[config.mk]
export PLATFORM = sky130hd
export DESIGN_NAME = rational_arith_gcd_reduce
export DESIGN_NICKNAME = d
export VERILOG_FILES = /design/src/rtl/core/rag_pkg.sv /design/src/rtl/core/rag_div.sv /design/src/rtl/core/rational_arith_gcd_reduce.sv
export SDC_FILE = /design/constraint.sdc
export NUM_CORES = 2
export LEC_CHECK = 0
export BUFFER_PORTS_ARGS = -buffer_cell sky130_fd_sc_hd__buf_2
export CELL_PAD_IN_SITES_DETAIL_PLACEMENT = 0
export CELL_PAD_IN_SITES_GLOBAL_PLACEMENT = 1
export CORE_UTILIZATION = 50
export CTS_CLUSTER_SIZE = 16
export DETAILED_ROUTE_END_ITERATION = 16
export GPL_TIMING_DRIVEN = 0
export PLACE_DENSITY_LB_ADDON = 0.1
export SLEW_MARGIN = 20
export SYNTH_ARGS = -nofsm -noshare
export SYNTH_HDL_FRONTEND = slang
export SYNTH_SLANG_ARGS = --single-unit
[constraint.sdc]
create_clock -name clk -period 11.6 [get_ports clk]
set_input_delay 2.32 -clock clk [delete_from_list [all_inputs] [get_ports clk]]
set_output_delay 2.32 -clock clk [all_outputs]
set_load 0.005 [all_outputs]
[src/rtl/core/rag_pkg.sv]
// shared types and constants for the rational reduce block
`timescale 1ns / 1ps
package rag_pkg;

  localparam int OPERAND_WIDTH = 16;
  localparam int IN_W          = 16;
  localparam int OUT_W         = 33;
  localparam int RAW_MAX_W     = 64;

  typedef enum logic [1:0] {
    KIND_ADD = 2'd0,
    KIND_SUB = 2'd1,
    KIND_MUL = 2'd2,
    KIND_DIV = 2'd3
  } kind_t;

  typedef enum logic [3:0] {
    ST_IDLE,
    ST_MUL_N,
    ST_MUL_D,
    ST_MUL_X,
    ST_COMB,
    ST_EUC_GO,
    ST_EUC_WAIT,
    ST_NUM_GO,
    ST_NUM_WAIT,
    ST_DEN_GO,
    ST_DEN_WAIT,
    ST_OUT
  } state_t;

endpackage

[src/rtl/core/rag_div.sv]
// shared restoring divider, one quotient bit per cycle, truncating signed result
`timescale 1ns / 1ps
module rag_div #(
  parameter int W = 33
) (
  input  logic                clk,
  input  logic                rst,
  input  logic                start,
  input  logic signed [W-1:0] dividend,
  input  logic signed [W-1:0] divisor,
  output logic                done,
  output logic signed [W-1:0] quo,
  output logic signed [W-1:0] rem
);

  localparam int CW = $clog2(W + 1);

  logic          run;
  logic [CW-1:0] cnt;
  logic [W-1:0]  ua;
  logic [W-1:0]  ub;
  logic [W-1:0]  acc;
  logic [W-1:0]  q;
  logic          neg_q;
  logic          neg_r;
  logic [W:0]    trial;
  logic          fits;

  always_comb begin
    trial = {acc, ua[W-1]};
    fits  = trial >= {1'b0, ub};
  end

  always_ff @(posedge clk) begin
    if (rst) begin
      run  <= 1'b0;
      done <= 1'b0;
      cnt  <= '0;
    end else begin
      done <= 1'b0;
      if (start) begin
        run <= 1'b1;
        cnt <= CW'(W);
      end else if (run) begin
        cnt <= cnt - 1'b1;
        if (cnt == CW'(1)) begin
          run  <= 1'b0;
          done <= 1'b1;
        end
      end
    end
  end

  always_ff @(posedge clk) begin
    if (start) begin
      ua    <= dividend[W-1] ? W'(-dividend) : W'(dividend);
      ub    <= divisor[W-1] ? W'(-divisor) : W'(divisor);
      acc   <= '0;
      q     <= '0;
      neg_q <= dividend[W-1] ^ divisor[W-1];
      neg_r <= dividend[W-1];
    end else if (run) begin
      ua  <= ua << 1;
      acc <= fits ? W'(trial - {1'b0, ub}) : trial[W-1:0];
      q   <= {q[W-2:0], fits};
    end
  end

  assign quo = neg_q ? $signed(-q) : $signed(q);
  assign rem = neg_r ? $signed(-acc) : $signed(acc);

endmodule

[src/rtl/core/rational_arith_gcd_reduce.sv]
// top level: rational add/sub/mul/div with euclid reduction
// steps: three multiplies, a combine, then any euclid divisions and one division each
//   for num and den, all RW wide (RW = min(2*OPERAND_WIDTH + 1, 64), 33 by default)
// throughput: one item at a time, set by the single shared bit-serial divider
// reset (rst, synchronous) returns the sequencer to idle and drops out_valid
`timescale 1ns / 1ps
module rational_arith_gcd_reduce #(
  parameter int OPERAND_WIDTH = rag_pkg::OPERAND_WIDTH
) (
  input  logic                            clk,
  input  logic                            rst,
  input  logic                            in_valid,
  output logic                            in_stall,
  input  logic [1:0]                      kind,
  input  logic signed [rag_pkg::IN_W-1:0] a_num,
  input  logic signed [rag_pkg::IN_W-1:0] a_den,
  input  logic signed [rag_pkg::IN_W-1:0] b_num,
  input  logic signed [rag_pkg::IN_W-1:0] b_den,
  output logic                            out_valid,
  input  logic                            out_stall,
  output logic signed [rag_pkg::OUT_W-1:0] res_num,
  output logic signed [rag_pkg::OUT_W-1:0] res_den
);

  localparam int OW = OPERAND_WIDTH;
  localparam int RW = (2 * OW + 1 < rag_pkg::RAW_MAX_W) ? 2 * OW + 1 : rag_pkg::RAW_MAX_W;

  rag_pkg::state_t   state, state_next;
  rag_pkg::kind_t    op;

  logic signed [OW-1:0]   an, ad, bn, bd;
  logic signed [OW-1:0]   an_x, ad_x, bn_x, bd_x;
  logic signed [OW-1:0]   mul_a, mul_b;
  logic signed [2*OW-1:0] prod;
  logic signed [RW-1:0]   pn, pd, px;
  logic signed [RW-1:0]   n_raw;
  logic signed [RW-1:0]   n, d, m, k, g;
  logic signed [RW-1:0]   div_a, div_b, quo, rem;
  logic                   div_start;
  logic                   div_done;
  logic                   accept;

  assign accept = in_valid && !in_stall;

  // operands come from the low OW bits of each field, zero filled above IN_W
  always_comb begin
    for (int i = 0; i < OW; i++) begin
      an_x[i] = (i < rag_pkg::IN_W) ? a_num[i] : 1'b0;
      ad_x[i] = (i < rag_pkg::IN_W) ? a_den[i] : 1'b0;
      bn_x[i] = (i < rag_pkg::IN_W) ? b_num[i] : 1'b0;
      bd_x[i] = (i < rag_pkg::IN_W) ? b_den[i] : 1'b0;
    end
  end

  // shared multiplier operand select
  always_comb begin
    mul_a = an;
    mul_b = bd;
    unique case (state)
      rag_pkg::ST_MUL_N: begin
        mul_a = an;
        mul_b = (op == rag_pkg::KIND_MUL) ? bn : bd;
      end
      rag_pkg::ST_MUL_D: begin
        mul_a = ad;
        mul_b = (op == rag_pkg::KIND_DIV) ? bn : bd;
      end
      rag_pkg::ST_MUL_X: begin
        mul_a = ad;
        mul_b = bn;
      end
      default: begin
        mul_a = an;
        mul_b = bd;
      end
    endcase
  end

  assign prod = mul_a * mul_b;

  always_comb begin
    unique case (op)
      rag_pkg::KIND_ADD: n_raw = pn + px;
      rag_pkg::KIND_SUB: n_raw = pn - px;
      default:           n_raw = pn;
    endcase
  end

  // divider operand select
  always_comb begin
    div_a = m;
    div_b = k;
    unique case (state)
      rag_pkg::ST_NUM_GO: begin
        div_a = n;
        div_b = g;
      end
      rag_pkg::ST_DEN_GO: begin
        div_a = d;
        div_b = g;
      end
      default: begin
        div_a = m;
        div_b = k;
      end
    endcase
  end

  assign div_start = state == rag_pkg::ST_EUC_GO || state == rag_pkg::ST_NUM_GO ||
                     state == rag_pkg::ST_DEN_GO;

  rag_div #(.W(RW)) u_div (
    .clk      (clk),
    .rst      (rst),
    .start    (div_start),
    .dividend (div_a),
    .divisor  (div_b),
    .done     (div_done),
    .quo      (quo),
    .rem      (rem)
  );

  always_ff @(posedge clk) begin
    if (rst) begin
      state <= rag_pkg::ST_IDLE;
    end else begin
      state <= state_next;
    end
  end

  always_comb begin
    state_next = state;
    in_stall   = 1'b1;
    out_valid  = 1'b0;
    unique case (state)
      rag_pkg::ST_IDLE: begin
        in_stall = 1'b0;
        if (in_valid) state_next = rag_pkg::ST_MUL_N;
      end
      rag_pkg::ST_MUL_N: state_next = rag_pkg::ST_MUL_D;
      rag_pkg::ST_MUL_D: state_next = rag_pkg::ST_MUL_X;
      rag_pkg::ST_MUL_X: state_next = rag_pkg::ST_COMB;
      rag_pkg::ST_COMB: begin
        // a zero raw value skips euclid, divisor is one
        if (n_raw == '0 || pd == '0) state_next = rag_pkg::ST_NUM_GO;
        else                         state_next = rag_pkg::ST_EUC_GO;
      end
      rag_pkg::ST_EUC_GO: state_next = rag_pkg::ST_EUC_WAIT;
      rag_pkg::ST_EUC_WAIT: begin
        if (div_done) begin
          state_next = (rem == '0) ? rag_pkg::ST_NUM_GO : rag_pkg::ST_EUC_GO;
        end
      end
      rag_pkg::ST_NUM_GO: state_next = rag_pkg::ST_NUM_WAIT;
      rag_pkg::ST_NUM_WAIT: begin
        if (div_done) state_next = rag_pkg::ST_DEN_GO;
      end
      rag_pkg::ST_DEN_GO: state_next = rag_pkg::ST_DEN_WAIT;
      rag_pkg::ST_DEN_WAIT: begin
        if (div_done) state_next = rag_pkg::ST_OUT;
      end
      rag_pkg::ST_OUT: begin
        out_valid = 1'b1;
        if (!out_stall) state_next = rag_pkg::ST_IDLE;
      end
      default: state_next = rag_pkg::ST_IDLE;
    endcase
  end

  always_ff @(posedge clk) begin
    unique case (state)
      rag_pkg::ST_IDLE: begin
        if (accept) begin
          op <= rag_pkg::kind_t'(kind);
          an <= an_x;
          ad <= ad_x;
          bn <= bn_x;
          bd <= bd_x;
        end
      end
      rag_pkg::ST_MUL_N: pn <= RW'(prod);
      rag_pkg::ST_MUL_D: pd <= RW'(prod);
      rag_pkg::ST_MUL_X: px <= RW'(prod);
      rag_pkg::ST_COMB: begin
        n <= n_raw;
        d <= pd;
        g <= RW'(1);
        if (n_raw > pd) begin
          m <= n_raw;
          k <= pd;
        end else begin
          m <= pd;
          k <= n_raw;
        end
      end
      rag_pkg::ST_EUC_WAIT: begin
        if (div_done) begin
          if (rem == '0) begin
            g <= k;
          end else begin
            m <= k;
            k <= rem;
          end
        end
      end
      rag_pkg::ST_NUM_WAIT: begin
        if (div_done) n <= quo;
      end
      rag_pkg::ST_DEN_WAIT: begin
        if (div_done) d <= quo;
      end
      default: begin
      end
    endcase
  end

  assign res_num = rag_pkg::OUT_W'(n);
  assign res_den = rag_pkg::OUT_W'(d);

endmodule

==> results.cfg <==
[cts]
ctsHoldBuffers = 0
clk_latency_ns = 0.66
clk_pin_slew_worst_paths_ns = 0.06
cts_tree = yes
htree_num_levels = 2
postCtsSetupBuffers = 0
cts_buffer_depth = 3
tritoncts.num_buffers = 55
root_buffer = clkbuf_16
cts.sinks = 473
cts_resized = 3

[synth]
ys_top_cells_by_area = edfxtp_1, fa_1, ha_1
synth_top_flop_cell = edfxtp_1
synth_commonest_cells = inv_1, edfxtp_1, nor2_1, nand2_1, fa_1
synth.avg_cell_area_um2 = 9.64
async_reset_ff_share_pct = 0
synth_top_area_share_pct = 31.6
ys_types = 88
yosysTopAreaCell = edfxtp_1
synth_seq_area_share_pct = 35.7
ys_warn_count = 0
ys_ff_latch = 473
syn_inst = 3899
syn_area_um2 = 37600
synth_edf_count = 395
syn_nets = 4421
yosysMostFrequentCell = inv_1

[min_path]
hold_path_end = u_div.cnt[0]
min_from = u_div.cnt[0]
hold_path.class = flip-flop to flip-flop
hold_depth = 2

[detailed_routing]
drt-vias-per-instance = 6.01
drt-total-wl_mm = 127
drtAntennaViolNets = 0
post-route-drc-count = 0
dr.pass1.iters = 8
wl_per_cell_um = 24.8
initialDrtViolationCount = 3029
vias = 30791

[place]
gp_congestion = 0.984
place_hpwl_mm = 100
dpl_worst_slack_ns = -0.524
numPortBuffers = 137

[critical_path]
rr_worst_depth = 34
worst_r2r_endpoint = pn[30]
crit_path_max_fanout = 10
slowest_delay_ns = 0.58
reg2reg_from = state[0]
slowest_stage = fa_1
cp-end-kind = flip-flop
critPathLaunchType = flip-flop
cp.required_ns = 11.92
worstSetupPathType = flip-flop to flip-flop
crit_arrival_ns = 11.40
rrSetupSlack_ns = 0.52
cp_common_cell = fa_1

[grt]
grt_pass1_vias = 30477
grt_max_degree = 61
grt_pass1_wl_mm = 191
overflow = 0
antenna_found_initial = 2
grt_usage_pct = 33.5

[outcome]
outcome = finished clean

[floorplan]
io_pins = 138
coreArea_um2 = 74400
die_area_um2 = 76200
rows = 100
fp.dieH_um = 276
initial_core_util_pct = 50.5
fp.dieW_um = 276

[timing]
fin_ws_ns = 0.517
layout_min_cycle_time_ns = 11.08
fin_crit_sh_pct = 95.5
worstMarginPinSlew_ns = 1.27
rsz0062_at_grt = false
finalMaxSlewViolations = 0
finalSetupTns_ns = 0
setup_violations = 0
fmax_ghz = 0.0902
clock_skew_ns = 0.0507
max_slew_margin_pct = 14.9
hold_violations = 0

[final_layout]
fillerInstances = 6783
drive_gt1_share_pct = 7.80
final_nets = 4629
synthToLayoutAreaGrowth_pct = 11.0

[run]
cap_violations = 0
-- worst max-delay path: cells and delay by family, from the launching register on --
family | cells | cell delay (ns)
muxes | 1 | 0.52
adders and majority gates | 7 | 3.49
DFF | 1 | 0.41
xor gates and xnor gates | 1 | 0.38
AOI/OAI and AO/OA | 11 | 2.21
and+or+nand+nor | 3 | 0.59
buffers and inverters | 11 | 3.13
-- per-layer routing --
layer	up-vias	global-route usage, %	routed length, um
li1	13995	-	-
met1	15308	44.1	51600
met2	1238	55.8	60100
met3	250	5.66	10400
met4	0	12.1	5090
met5	-	0	0
-- stage by stage --
step | util, % | std cells | hold WS (ns) | instance area (um^2)
after floorplan | - | 3899 | 0.481 | 37600
after global placement | 53.0 | 5005 | 0.495 | 39500
after detailed placement | 53.4 | 5019 | 0.505 | 39700
after CTS | 56.0 | 5123 | 0.512 | 41700
after global routing | 56.0 | 5124 | 0.544 | 41700
final | 56.0 | 5124 | 0.513 | 41700
-- final cells by class --
type / count / area, um^2 / area share [%]
Timing Repair Buffer: 151 / 891 / 2.14
Antenna cell: 1 / 2.50 / 0.00600
Sequential cell: 473 / 13400 / 32.2
Buffer: 181 / 701 / 1.68
Clock buffer: 65 / 1480 / 3.54
Tap cell: 969 / 1210 / 2.91
Inverter: 446 / 1670 / 4.01
Multi-Input combinational cell: 2799 / 21900 / 52.4
Clock inverter: 39 / 458 / 1.10
-- cell usage in the layout, fill, tap and decap left out, types with 123 or more instances in the layout --
master / count
a21oi_1: 226
buf_2: 145
clkbuf_1: 161
edfxtp_1: 395
fa_1: 264
ha_1: 188
inv_1: 443
nand2_1: 351
nor2_1: 356
o21ai_0: 140
xor2_1: 123
-- cell families after synthesis --
family	after synthesis	synth area share [%]
buffers and inverters	627	6.30
xor gates and xnor gates	244	5.69
DFF	473	35.7
muxes	149	4.07
adders and majority gates	452	20.3
and+or+nand+nor	1138	14.1
AOI/OAI and AO/OA	816	13.8
-- registers in the layout (all words and copies together) (netlist names), 33 cells and up --
name and count:
res_num 33, u_div.q 33, u_div.ub 33, g 33, k 33, u_div.acc 33, res_den 33, u_div.ua 33
m 33
-- worst max-delay path by stage --
| stage | from | end | slack (ns) | cells past startpoint |
|---|---|---|---|---|
| after global placement | state[0] | px[31] | -0.49 | 34 |
| after global routing | state[0] | pn[31] | 0.08 | 34 |
| after detailed placement | state[0] | px[31] | -0.52 | 34 |
| final | state[0] | pn[30] | 0.52 | 34 |
| after floorplan | state[0] | pd[30] | 3.05 | 34 |
| after CTS | state[0] | pn[31] | 0.11 | 34 |
Power is not shown: default switching activity piles up to over one toggle a cycle in this logic, so the estimate is an artifact.
